--- src/rtl/modbus_rtu_register_poller_core_defines.svh ---
// ----------------------------------------------------------------------------
// Modbus RTU register poller: assertion macros
// Macros for concurrent checks. They are empty when SYNTH is defined.
// ----------------------------------------------------------------------------
`ifndef MODBUS_RTU_REGISTER_POLLER_CORE_DEFINES_SVH
`define MODBUS_RTU_REGISTER_POLLER_CORE_DEFINES_SVH

`ifndef SYNTH
`define MBRTU_ASSERT_IMP(lbl, clk, rst, ante, cons) \
  lbl: assert property (@(posedge clk) disable iff (rst) (ante) |-> (cons)) \
    else $error("modbus poller check failed");
`define MBRTU_ASSERT_NXT(lbl, clk, rst, ante, cons) \
  lbl: assert property (@(posedge clk) disable iff (rst) (ante) |=> (cons)) \
    else $error("modbus poller check failed");
`else
`define MBRTU_ASSERT_IMP(lbl, clk, rst, ante, cons)
`define MBRTU_ASSERT_NXT(lbl, clk, rst, ante, cons)
`endif

`endif

--- src/rtl/mbrtu_pkg.sv ---
// ----------------------------------------------------------------------------
// Modbus RTU register poller: package
// Beat types, register indexes, frame constants and the CRC-16 byte step.
// ----------------------------------------------------------------------------
package mbrtu_pkg;

  localparam int TIMER_BITS = 16;
  localparam int CMP_W      = (TIMER_BITS > 16) ? TIMER_BITS : 16;

  localparam logic [15:0] CRC_INIT  = 16'hFFFF;
  localparam logic [15:0] CRC_POLY  = 16'hA001;
  localparam logic [7:0]  REQ_COUNT = 8'h02;
  localparam logic [7:0]  REQ_ZERO  = 8'h00;

  localparam logic CMD_TICK = 1'b0;
  localparam logic CMD_BYTE = 1'b1;

  localparam logic [2:0] REG_POLL_PERIOD  = 3'd0;
  localparam logic [2:0] REG_TIMEOUT      = 3'd1;
  localparam logic [2:0] REG_MAX_FAILURES = 3'd2;
  localparam logic [2:0] REG_SLAVE_ADDR   = 3'd3;
  localparam logic [2:0] REG_FUNC_CODE    = 3'd4;

  localparam logic [2:0] FRM_ADDR    = 3'd0;
  localparam logic [2:0] FRM_FUNC    = 3'd1;
  localparam logic [2:0] FRM_START_H = 3'd2;
  localparam logic [2:0] FRM_START_L = 3'd3;
  localparam logic [2:0] FRM_COUNT_H = 3'd4;
  localparam logic [2:0] FRM_COUNT_L = 3'd5;
  localparam logic [2:0] FRM_CRC_L   = 3'd6;
  localparam logic [2:0] FRM_CRC_H   = 3'd7;

  localparam logic [3:0] RX_CRC_LO_POS = 4'd7;

  typedef struct packed {
    logic       cmd;
    logic [7:0] rx_byte;
  } item_t;

  typedef struct packed {
    logic               tx_valid;
    logic [7:0]         tx_byte;
    logic signed [15:0] joy_x;
    logic signed [15:0] joy_y;
    logic               link_active;
    logic [7:0]         failure_count;
    logic               last;
  } result_t;

  function automatic logic [15:0] crc_feed(input logic [15:0] crc_in, input logic [7:0] b);
    logic [15:0] c;
    c = crc_in ^ {8'h00, b};
    for (int k = 0; k < 8; k++) begin
      if (c[0]) begin
        c = (c >> 1) ^ CRC_POLY;
      end else begin
        c = c >> 1;
      end
    end
    return c;
  endfunction

endpackage

--- src/rtl/modbus_rtu_register_poller_core.sv ---
// ----------------------------------------------------------------------------
// Modbus RTU register poller core
// Polls one slave for two holding registers and reports the values and link.
// ----------------------------------------------------------------------------
//  channel   direction  handshake                   payload
//  item      in         item_valid / item_stall     mbrtu_pkg::item_t
//  result    out        result_valid / result_stall mbrtu_pkg::result_t
//  cfg       in         cfg_we                      cfg_index, cfg_data
//
// An item is processed in the cycle it is accepted and its first result beat
// is registered at that edge. A tick that sends streams eight beats, one per
// cycle unless stalled, from the result register; the request CRC is built
// byte by byte as the frame goes out. Every other item gives one beat, and a
// new item is taken in the cycle its predecessor's last beat leaves. Stalls on
// the result side hold the beat and push back on the item side. Reset is
// synchronous and restores all but the result payload register to defaults.
// ----------------------------------------------------------------------------
`include "modbus_rtu_register_poller_core_defines.svh"

module modbus_rtu_register_poller_core (
  input  logic                clk,
  input  logic                rst,
  input  logic                item_valid,
  output logic                item_stall,
  input  mbrtu_pkg::item_t    item,
  output logic                result_valid,
  input  logic                result_stall,
  output mbrtu_pkg::result_t  result,
  input  logic                cfg_we,
  input  logic [2:0]          cfg_index,
  input  logic [15:0]         cfg_data
);

  localparam logic [mbrtu_pkg::TIMER_BITS-1:0] TMAX = '1;

  logic [15:0] poll_period;
  logic [15:0] timeout;
  logic [7:0]  max_failures;
  logic [7:0]  slave_address;
  logic [7:0]  function_code;

  logic                            waiting_reply, waiting_reply_next;
  logic [mbrtu_pkg::TIMER_BITS-1:0] elapsed_ticks, elapsed_ticks_next;
  logic [3:0]                      rx_count, rx_count_next;
  logic [15:0]                     rx_crc, rx_crc_next;
  logic                            header_ok, header_ok_next;
  logic [31:0]                     data_bytes, data_bytes_next;
  logic [7:0]                      crc_low_byte, crc_low_byte_next;
  logic [15:0]                     x_value, x_value_next;
  logic [15:0]                     y_value, y_value_next;
  logic [7:0]                      failures, failures_next;
  logic                            link_up, link_up_next;

  logic        bursting;
  logic [2:0]  tx_idx;
  logic [15:0] tx_crc;
  logic [7:0]  tx_byte_sel;

  logic                            item_fire;
  logic                            result_fire;
  logic                            send;
  logic [mbrtu_pkg::TIMER_BITS-1:0] elapsed_inc;
  logic [7:0]                      failures_inc;

  assign item_fire   = item_valid && !item_stall;
  assign result_fire = result_valid && !result_stall;
  assign item_stall  = result_valid && !(!result_stall && result.last);

  assign elapsed_inc  = (elapsed_ticks != TMAX) ? elapsed_ticks + 1'b1 : elapsed_ticks;
  assign failures_inc = (failures != 8'hFF) ? failures + 8'd1 : failures;

  assign send = item_fire && (item.cmd == mbrtu_pkg::CMD_TICK) && !waiting_reply &&
                (mbrtu_pkg::CMP_W'(elapsed_inc) >= mbrtu_pkg::CMP_W'(poll_period));

  always_comb begin
    waiting_reply_next = waiting_reply;
    elapsed_ticks_next = elapsed_ticks;
    rx_count_next      = rx_count;
    rx_crc_next        = rx_crc;
    header_ok_next     = header_ok;
    data_bytes_next    = data_bytes;
    crc_low_byte_next  = crc_low_byte;
    x_value_next       = x_value;
    y_value_next       = y_value;
    failures_next      = failures;
    link_up_next       = link_up;
    if (item_fire) begin
      if (item.cmd == mbrtu_pkg::CMD_TICK) begin
        elapsed_ticks_next = elapsed_inc;
        if (!waiting_reply) begin
          if (send) begin
            elapsed_ticks_next = '0;
            waiting_reply_next = 1'b1;
            rx_count_next      = '0;
            rx_crc_next        = mbrtu_pkg::CRC_INIT;
            header_ok_next     = 1'b1;
            data_bytes_next    = '0;
            crc_low_byte_next  = '0;
          end
        end else if (mbrtu_pkg::CMP_W'(elapsed_inc) >= mbrtu_pkg::CMP_W'(timeout)) begin
          failures_next = failures_inc;
          if (failures_inc >= max_failures) begin
            x_value_next = '0;
            y_value_next = '0;
            link_up_next = 1'b0;
          end
          waiting_reply_next = 1'b0;
          rx_count_next      = '0;
          rx_crc_next        = mbrtu_pkg::CRC_INIT;
          header_ok_next     = 1'b1;
          data_bytes_next    = '0;
          crc_low_byte_next  = '0;
        end
      end else if (waiting_reply) begin
        if (rx_count < mbrtu_pkg::RX_CRC_LO_POS) begin
          rx_crc_next = mbrtu_pkg::crc_feed(rx_crc, item.rx_byte);
          if (rx_count == 4'd0 && item.rx_byte != slave_address) begin
            header_ok_next = 1'b0;
          end
          if (rx_count == 4'd1 && item.rx_byte != function_code) begin
            header_ok_next = 1'b0;
          end
          if (rx_count >= 4'd3) begin
            data_bytes_next = {data_bytes[23:0], item.rx_byte};
          end
          rx_count_next = rx_count + 4'd1;
        end else if (rx_count == mbrtu_pkg::RX_CRC_LO_POS) begin
          crc_low_byte_next = item.rx_byte;
          rx_count_next     = rx_count + 4'd1;
        end else begin
          if ({item.rx_byte, crc_low_byte} == rx_crc && header_ok) begin
            failures_next = '0;
            link_up_next  = 1'b1;
            x_value_next  = data_bytes[31:16];
            y_value_next  = data_bytes[15:0];
          end else begin
            failures_next = failures_inc;
          end
          waiting_reply_next = 1'b0;
          rx_count_next      = '0;
          rx_crc_next        = mbrtu_pkg::CRC_INIT;
          header_ok_next     = 1'b1;
          data_bytes_next    = '0;
          crc_low_byte_next  = '0;
        end
      end
    end
  end

  always_comb begin
    case (tx_idx)
      mbrtu_pkg::FRM_ADDR:    tx_byte_sel = slave_address;
      mbrtu_pkg::FRM_FUNC:    tx_byte_sel = function_code;
      mbrtu_pkg::FRM_START_H: tx_byte_sel = mbrtu_pkg::REQ_ZERO;
      mbrtu_pkg::FRM_START_L: tx_byte_sel = mbrtu_pkg::REQ_ZERO;
      mbrtu_pkg::FRM_COUNT_H: tx_byte_sel = mbrtu_pkg::REQ_ZERO;
      mbrtu_pkg::FRM_COUNT_L: tx_byte_sel = mbrtu_pkg::REQ_COUNT;
      mbrtu_pkg::FRM_CRC_L:   tx_byte_sel = tx_crc[7:0];
      mbrtu_pkg::FRM_CRC_H:   tx_byte_sel = tx_crc[15:8];
      default:                tx_byte_sel = mbrtu_pkg::REQ_ZERO;
    endcase
  end

  always_ff @(posedge clk) begin
    if (rst) begin
      poll_period   <= 16'd20;
      timeout       <= 16'd50;
      max_failures  <= 8'd3;
      slave_address <= 8'd3;
      function_code <= 8'd3;
    end else if (cfg_we) begin
      case (cfg_index)
        mbrtu_pkg::REG_POLL_PERIOD:  poll_period   <= cfg_data;
        mbrtu_pkg::REG_TIMEOUT:      timeout       <= cfg_data;
        mbrtu_pkg::REG_MAX_FAILURES: max_failures  <= cfg_data[7:0];
        mbrtu_pkg::REG_SLAVE_ADDR:   slave_address <= cfg_data[7:0];
        mbrtu_pkg::REG_FUNC_CODE:    function_code <= cfg_data[7:0];
        default: ;
      endcase
    end
  end

  always_ff @(posedge clk) begin
    if (rst) begin
      waiting_reply <= 1'b0;
      elapsed_ticks <= '0;
      rx_count      <= '0;
      rx_crc        <= mbrtu_pkg::CRC_INIT;
      header_ok     <= 1'b1;
      data_bytes    <= '0;
      crc_low_byte  <= '0;
      x_value       <= '0;
      y_value       <= '0;
      failures      <= '0;
      link_up       <= 1'b0;
    end else begin
      waiting_reply <= waiting_reply_next;
      elapsed_ticks <= elapsed_ticks_next;
      rx_count      <= rx_count_next;
      rx_crc        <= rx_crc_next;
      header_ok     <= header_ok_next;
      data_bytes    <= data_bytes_next;
      crc_low_byte  <= crc_low_byte_next;
      x_value       <= x_value_next;
      y_value       <= y_value_next;
      failures      <= failures_next;
      link_up       <= link_up_next;
    end
  end

  // The first frame byte goes out with the sending tick; the rest follow
  // from the byte index while the CRC is folded in on the way.
  always_ff @(posedge clk) begin
    if (rst) begin
      result_valid <= 1'b0;
      bursting     <= 1'b0;
      tx_idx       <= '0;
      tx_crc       <= mbrtu_pkg::CRC_INIT;
    end else if (item_fire) begin
      result_valid <= 1'b1;
      if (send) begin
        bursting <= 1'b1;
        tx_idx   <= mbrtu_pkg::FRM_FUNC;
        tx_crc   <= mbrtu_pkg::crc_feed(mbrtu_pkg::CRC_INIT, slave_address);
      end
    end else if (bursting && result_fire) begin
      tx_idx <= tx_idx + 3'd1;
      if (tx_idx < mbrtu_pkg::FRM_CRC_L) begin
        tx_crc <= mbrtu_pkg::crc_feed(tx_crc, tx_byte_sel);
      end
      if (tx_idx == mbrtu_pkg::FRM_CRC_H) begin
        bursting <= 1'b0;
      end
    end else if (result_fire) begin
      result_valid <= 1'b0;
    end
  end

  always_ff @(posedge clk) begin
    if (item_fire) begin
      result.tx_valid      <= send;
      result.tx_byte       <= send ? slave_address : 8'h00;
      result.joy_x         <= x_value_next;
      result.joy_y         <= y_value_next;
      result.link_active   <= link_up_next;
      result.failure_count <= failures_next;
      result.last          <= !send;
    end else if (bursting && result_fire) begin
      result.tx_valid <= 1'b1;
      result.tx_byte  <= tx_byte_sel;
      result.last     <= (tx_idx == mbrtu_pkg::FRM_CRC_H);
    end
  end

  `MBRTU_ASSERT_IMP(a_no_item_in_burst, clk, rst, item_valid && !item_stall, !bursting)
  `MBRTU_ASSERT_IMP(a_burst_is_tx, clk, rst, bursting, result_valid && result.tx_valid)
  `MBRTU_ASSERT_IMP(a_idle_rx_clear, clk, rst, !waiting_reply, rx_count == 4'd0)
  `MBRTU_ASSERT_NXT(a_send_waits, clk, rst, send, waiting_reply && result.tx_valid)

endmodule

--- config.mk ---
export PLATFORM = sky130hd
export DESIGN_NAME = modbus_rtu_register_poller_core
export DESIGN_NICKNAME = d
export VERILOG_FILES = /design/src/rtl/mbrtu_pkg.sv /design/src/rtl/modbus_rtu_register_poller_core.sv
export VERILOG_INCLUDE_DIRS = /design/src /design/src/rtl
export SDC_FILE = /design/constraint.sdc
export NUM_CORES = 1
export LEC_CHECK = 0
export ABC_AREA = 1
export BUFFER_PORTS_ARGS = -buffer_cell sky130_fd_sc_hd__buf_2
export CAP_MARGIN = 20
export CORE_MARGIN = 2
export CORE_UTILIZATION = 40
export DETAILED_ROUTE_END_ITERATION = 8
export PLACE_DENSITY_LB_ADDON = 0.2
export RECOVER_POWER = 100
export SYNTH_ARGS = -nofsm -noshare
export SYNTH_HDL_FRONTEND = slang
export SYNTH_SLANG_ARGS = --single-unit
--- constraint.sdc ---
create_clock -name clk -period 4 [get_ports clk]
set_input_delay 1 -clock clk [delete_from_list [all_inputs] [get_ports clk]]
set_output_delay 1 -clock clk [all_outputs]
set_load 0.02 [all_outputs]
==> metrics.txt, run 1 <==
dpl hpwl 25,100 um; H-tree levels 1; initial antenna violation count 5; Vias/cell 5.11; clock buffer count from CTS 29; total gr overflow 0; gate count of the mapped netlist ~1,800; f_max around 0.27 GHz; Async S/R FF share, synth 0%; Largest register FFs around 50; final slew viol count 67; vias in the first global route approximately 11,000; number of clock sinks around 250; relative slew slack -29.2%; Cell Pwr Density between 400 and 500 mW/mm^2; Clk Tree Root Cell clkbuf_16; Vias approximately 12,000; area grow syn2layout 15.0%; final cell count without fillers ~2,300; Power, Total slightly above 6 mW; Final Hold Viols 0; Die Y-Extent around 190 um; CP peak stage delay ~0.34 ns; largest area contributor in the netlist dfxtp_1; row count 66; CTS tree yes; clk_lat worst skew around 0.56 ns; placer congestion estimate 0.920; Worst EP arrival about 4.2 ns; crit path capture type flop; average cell area after synthesis 7.32 um^2; area share of the largest cell type after synthesis 29.7%; drt drc 2; Min Hold Slack around 0.46 ns; Int Power 4.51 mW; slowest cell on the critical path dfxtp_2; Antenna Violating Nets Remaining 0; Post-Route WL ~36,000 um; Critical Path RT 4.42 ns; RSZ-0062 raised after global routing yes; clk_skew approximately 0.01 ns; fin crit share between 90% and 100%; measured slew at the worst slew-check pin 1.94 ns; TNS Setup 0 ns; Final setup viols 0; Setup crit start kind flop; Placed Cells roughly 2,300; Hold WC Path Type flop to flop; Nets a little under 2,000; first-pass GRT wire length around 57,000 um; Post-synth EDFFs 51; Final Critical Period 3.74 ns; max cap viols 2; outcome complete, but fails checks; Die ar. about 0.034 mm^2; total track usage 20.8%; Port Buffer Count 85; switching power 1.57 mW; Flop pwr share 44.0%; leakage power about 6.7 nW; Worst VDD drop approximately 0.00031 V; Ys Warns 0; DRT iter0 DRCs 1,101; core box area between 0.03 and 0.04 mm^2; Bufs on Longest Clock Path 3; register area share after synthesis between 40% and 50%; switching power share of the total between 20% and 30%; die width ~190 um; WS Path Type flop to flop; largest net degree at the start of global routing roughly 120; largest register by flop count result; Clk pwr share around 46%; Synth Cell Area ~0.013 mm^2; Synth area leaders dfxtp_1, edfxtp_1, nand2_1, inv_1, a21oi_1; largest registers result x51, data_bytes x32; first-pass iteration count of the detailed router 9; register bit total from synthesis between 200 and 250; CP cell instances inv_1, nor3_4, nand3_2, nor3_2, nand3_2, nor2_4, nand4_1, a21oi_1, o21ai_1, ha_1, nand2_1, inv_1, nand3_1, nor3_1, nand3_1, nand3_2, a21oi_2, nor2_4, inv_2, nor2_2, inv_2, nand2_1, nand3_1; final core utilization around 47%; IO Count 86; failing checks design-rule violations, max-capacitance violations, max-slew violations; wire length per cell roughly 16 um; Post-synth top flop dfxtp_1; ratio of cells with drive above 1 in the final layout a little over a tenth; Max Fanout on Critical Path 12; CTS clk-pin slew, worst paths roughly 0.06 ns; Yosys cell types 48; syn nets 1,885; combinational group share of total power between 10% and 20%; Starting Density between 40% and 50%
-- cell families after synthesis --
logic type               after synthesis  synth area share (%)
adder cells (fa/ha/maj)               50                  4.74
AO/OA/AOI/OAI                        392                  16.4
flip-flops                           247                  41.3
AND/OR/NAND/NOR                      731                  23.8
buffers and inverters                326                  9.79
XOR/XNOR                              56                  3.89
-- final cells by class --
class                           count  area, um^2
Antenna cell                        3        7.51
Clock inverter                     14         135
Multi-Input combinational cell   1229        6560
Inverter                          234         882
Timing Repair Buffer              122         692
Clock buffer                       40         892
Fill cell                        3309       17400
Tap cell                          442         553
Sequential cell                   247        5460
-- critical path, delay by kind of cell (launching register included) --
family          cells  cell delay, ns
flops               1            0.34
buf+inv             4            0.38
fa+ha+maj           1            0.32
simple gates       15            2.21
compound gates      3            0.34
-- cell usage after synthesis, drive strengths merged, types with 2 or more instances --
master / n
nor3: 14
a21boi: 2
o2111ai: 3
dfxtp: 196
a21oi: 161
inv: 233
nor2: 175
ha: 50
xnor2: 35
buf: 38
nand2: 370
nand3: 140
or2: 4
nand4: 25
o22ai: 14
a211oi: 5
edfxtp: 51
o21ai: 155
o211ai: 43
o311ai: 3
clkbuf: 54
o31ai: 2
xor2: 21
-- metal layers --
| metal | global-route usage [%] | wire, um |
|---|---|---|
| met3 | 3.54 | 2120 |
| met4 | 6.20 | 930 |
| met1 | 27.8 | 16700 |
| met2 | 34.4 | 16400 |
| met5 | 0 | 21 |
-- placed cells by master (no fill, tap or decap), types with 5 or more instances in the layout --
cell and count:
nand2_2 19, nor2_2 8, o211ai_1 43, nor2_1 165
a211oi_1 5, xnor2_1 32, clkinv_2 7, clkbuf_1 60
nand2_1 347, inv_2 9, buf_4 29, clkbuf_16 34
o21ai_2 13, buf_2 31, xor2_1 21, ha_1 49
a21oi_1 160, o22ai_1 14, dfxtp_1 194, o21ai_1 11
o21ai_0 131, nand4_1 24, inv_1 222, edfxtp_1 51
nand3_1 134, nand3_2 6, nor3_1 9
-- repair_timing --
action                                  CTS  global route
hold endpoints to repair                  0             0
gates resized for setup                   0            32
hold buffers                              0             0
setup buffers                             0             3
endpoints found under the setup margin    0           163
-- power groups by stage --
stage               sequential [mW]  clock (mW)  combinational (mW)
CTS                            2.67        2.84               0.617
global placement               2.72           0               0.607
floorplan                      2.76           0               0.389
finish                         2.67        2.79               0.611
global route                   2.68        2.95               0.686
detailed placement             2.72           0               0.614
-- stage by stage --
step,setup slack [ns],instance area (um^2)
after floorplan,0.440,13200
after global routing,-0.0490,15200
after CTS,0.109,15100
final,0.258,15200
after detailed placement,0.116,14100
after global placement,0.238,14100
-- worst paths after layout --
kind,to,cells past startpoint,startpoint,slack [ns]
min reg2reg,data_bytes[24]$_SDFFE_PP0P_,2,data_bytes[24]$_SDFFE_PP0P_,0.46
max,rx_crc[0]$_SDFFE_PP1P_,23,elapsed_ticks[0]$_SDFFE_PP0P_,0.26
max reg2reg,rx_crc[0]$_SDFFE_PP1P_,23,elapsed_ticks[0]$_SDFFE_PP0P_,0.26
min,data_bytes[24]$_SDFFE_PP0P_,2,data_bytes[24]$_SDFFE_PP0P_,0.46
No activity file was read; power rests on OpenSTA's default activity.
==> inputs of run 2 (changes only) <==
--- a/config.mk
+++ b/config.mk
@@ -7,10 +7,12 @@
 export NUM_CORES = 1
 export LEC_CHECK = 0
 export ABC_AREA = 1
-export BUFFER_PORTS_ARGS = -buffer_cell sky130_fd_sc_hd__buf_2
+export BUFFER_PORTS_ARGS = -buffer_cell sky130_fd_sc_hd__buf_4
 export CAP_MARGIN = 20
+export CELL_PAD_IN_SITES_DETAIL_PLACEMENT = 2
+export CELL_PAD_IN_SITES_GLOBAL_PLACEMENT = 2
 export CORE_MARGIN = 2
-export CORE_UTILIZATION = 40
+export CORE_UTILIZATION = 36
 export DETAILED_ROUTE_END_ITERATION = 8
 export PLACE_DENSITY_LB_ADDON = 0.2
 export RECOVER_POWER = 100
==> run 2 against run 1 <==
The run now ends clean. First-iteration DRC count fell by 59%. Count of clock-buffer cells in the layout rose by 11. Power rose by 0.66%. Sequential share of layout area fell by 0.51 points. Sequential power barely moved. Setup slack got worse by 0.030 ns. Critical path type unchanged. Largest cell class unchanged.
==> metrics.txt, run 2 (same netlist as run 1, synthesis figures left out) <==
f_max 0.265 GHz (-0.79%); Setup crit start kind flop; Clk Tree Root Cell clkbuf_16; CP peak stage delay 0.36 ns (+0.02 ns); clk_skew 0.0165 ns (+0.00627 ns); Die ar. 0.0382 mm^2 (+11%); CTS clk-pin slew, worst paths 0.06 ns (about the same); leakage power 6.80 nW (+1.5%); first-pass iteration count of the detailed router 4 (-5); Vias/cell 5.35 (+4.7%); most frequent cells in the layout nand2_1, inv_1, dfxtp_1, nor2_1, a21oi_1; switching power 1.63 mW (+3.6%); vias in the first global route 13,800 (+25%); r2r worst-path depth 23 (unchanged); number of clock sinks 247 (unchanged); Max Fanout on Critical Path 17 (+5); H-tree levels 1 (unchanged); Critical Path RT 4.31 ns (-0.11 ns); outcome complete, no violations; most frequent CP cell nand2_1; Post-Route WL 47,200 um (+30%); WS Path Type flop to flop; core box area 0.0363 mm^2 (+12%); Starting Density 36.3% (-4.3 points); Port Buffer Count 85 (unchanged); Flop pwr share 43.8% (-0.2 points); most common library cell in the layout ignoring fill and taps nand2_1; measured slew at the worst slew-check pin 1.15 ns (-0.787 ns); switching power share of the total 26.6% (+0.75 points); clk_lat worst skew 0.58 ns (+0.02 ns); Worst EP arrival 4.09 ns (-0.07 ns); hold path cells 2 (unchanged); Antenna Violating Nets Remaining 0 (unchanged); final slew viol count 0 (-100%); WP depth 23 (unchanged); FF-to-FF setup slack 0.23 ns (-0.03 ns); CP Capture Point result[33]$_DFFE_PP_; total track usage 24.6% (+3.8 points); fin crit share 94.3% (+0.75 points); Critical Path Source elapsed_ticks[1]$_SDFFE_PP0P_; # fillers 4,220 (+28%); dpl hpwl 33,000 um (+32%); IO Count 86 (unchanged); Cell Pwr Density 398 mW/mm^2 (-0.73%); largest register by flop count result; Clk pwr share 45.3% (-0.7 points); Vias 12,700 (+6.3%); Nets 1,959 (+0.67%); ratio of cells with drive above 1 in the final layout 10.9% (+0.41 points); RR Endpoint result[33]$_DFFE_PP_; largest registers result x51, data_bytes x32; Int Power 4.49 mW (-0.36%); area grow syn2layout 16.6%; CP bufs+invs 6 (+2); Bufs on Longest Clock Path 3 (unchanged); row count 70 (+6.1%); drt drc 0 (-2); max cap viols 0 (-2); Final setup viols 0 (unchanged); combinational group share of total power 10.9% (+0.9 points); CP cell instances ha_1, inv_1, nor3_2, nand4_1, nor2_2, inv_2, buf_4, nand2_1, ha_1, nand2_1, nor2_1, nand2_1, o211ai_1, nand2_1, nand3_2, nand2_1, inv_2, nand2_4, buf_12, nand3_1, nand3_1, o21ai_1, inv_1; Final Hold Viols 0 (unchanged); DRT iter0 DRCs 456 (-59%); initial antenna violation count 0 (-5); Die Y-Extent 195 um (+5.3%); crit path capture type flop; die width 195 um (+5.3%); slowest cell on the critical path dfxtp_1; Ant. Diodes 0 (-3); Hold-fix buffers, CTS 0 (unchanged); first-pass GRT wire length 75,500 um (+31%); hold path start data_bytes[25]$_SDFFE_PP0P_; Power, Total 6.12 mW (+0.66%); CP top delay family simple AND/OR/NAND/NOR gates; Largest register FFs 51 (unchanged); total gr overflow 0 (unchanged); placer congestion estimate 0.820 (-11%); relative slew slack 22.6% (+52 points); Hold WC Path Type flop to flop; Worst VDD drop 0.000307 V (-2.0%); Final Critical Period 3.77 ns (+0.0299 ns); worst r2r src elapsed_ticks[1]$_SDFFE_PP0P_; clock buffer count from CTS 30 (+3.4%); Min Hold Slack 0.457 ns (-0.00102 ns); largest net degree at the start of global routing 60 (-48%); wire length per cell 19.9 um (+28%); CTS tree yes
## run 2: changes by cell type in the layout (fill, tap and decap cells not counted), moves of 5 or more
cell      before  now
o21ai_0      131  126
clkbuf_1      60   68
buf_2         31    0
buf_4         29   70
clkinv_2       7    2
o21ai_1       11   17
## run 2: routing by layer
| metal | routed length [um] | global-route usage, % | vias to the layer above |
|---|---|---|---|
| met5 | 0 | 0 | - |
| met4 | 976 | 4.95 | 0 |
| met3 | 1260 | 2.66 | 61 |
| met1 | 20900 | 31.0 | 6365 |
| met2 | 24000 | 45.4 | 160 |
| li1 | - | - | 6066 |
## run 2: through the flow
stage | setup slack (ns) | cell area, um^2 | std cells | setup TNS, ns | util [%]
2_1_floorplan | 0.440 | 13200 | 1802 | 0 | -
3_3_place_gp | 0.166 | 14400 | 2308 | 0 | 39.6
3_5_place_dp | -0.0141 | 14400 | 2308 | -0.0141 | 39.6
4_1_cts | -0.00560 | 15400 | 2362 | -0.00560 | 42.3
5_1_grt | -0.0316 | 15400 | 2366 | -0.180 | 42.3
6_report | 0.228 | 15400 | 2366 | 0 | 42.3
## run 2: repair_timing
| item | in CTS | in global routing |
|---|---|---|
| pin swaps | 0 | 6 |
| cloned | 0 | 1 |
| resized for setup | 3 | 47 |
| buffers inserted | 0 | 3 |
| endpoints found under the setup margin | 8 | 176 |
## run 2: how the worst min path moves through the flow
stage / to
finish: data_bytes[25]$_SDFFE_PP0P_
detailed placement: data_bytes[25]$_SDFFE_PP0P_
global placement: data_bytes[25]$_SDFFE_PP0P_
floorplan: data_bytes[24]$_SDFFE_PP0P_
global route: data_bytes[25]$_SDFFE_PP0P_
CTS: data_bytes[25]$_SDFFE_PP0P_
## run 2: area by class of cell
| class | instances | area (um^2) | share of cell area (%) |
|---|---|---|---|
| tap | 468 | 586 | 3.81 |
| clock inverter | 3 | 40.0 | 0.260 |
| timing repair buffer | 134 | 861 | 5.59 |
| clock buffer | 51 | 952 | 6.19 |
| multi-input combinational | 1229 | 6610 | 42.9 |
| sequential | 247 | 5460 | 35.5 |
| inverter | 234 | 885 | 5.75 |
## run 2: power by group through the flow
stage               clock (mW)  sequential [mW]  combinational, mW
floorplan                    0             2.76              0.389
global placement             0             2.73              0.656
detailed placement           0             2.73              0.685
CTS                       2.83             2.68              0.693
global route              2.93             2.69              0.742
finish                    2.77             2.68              0.668
## run 2: worst min-delay path, stage by stage (launching register included)
cell and delay [ns]:
dfxtp_1 0.29, inv_1 0.06, a21oi_1 0.06
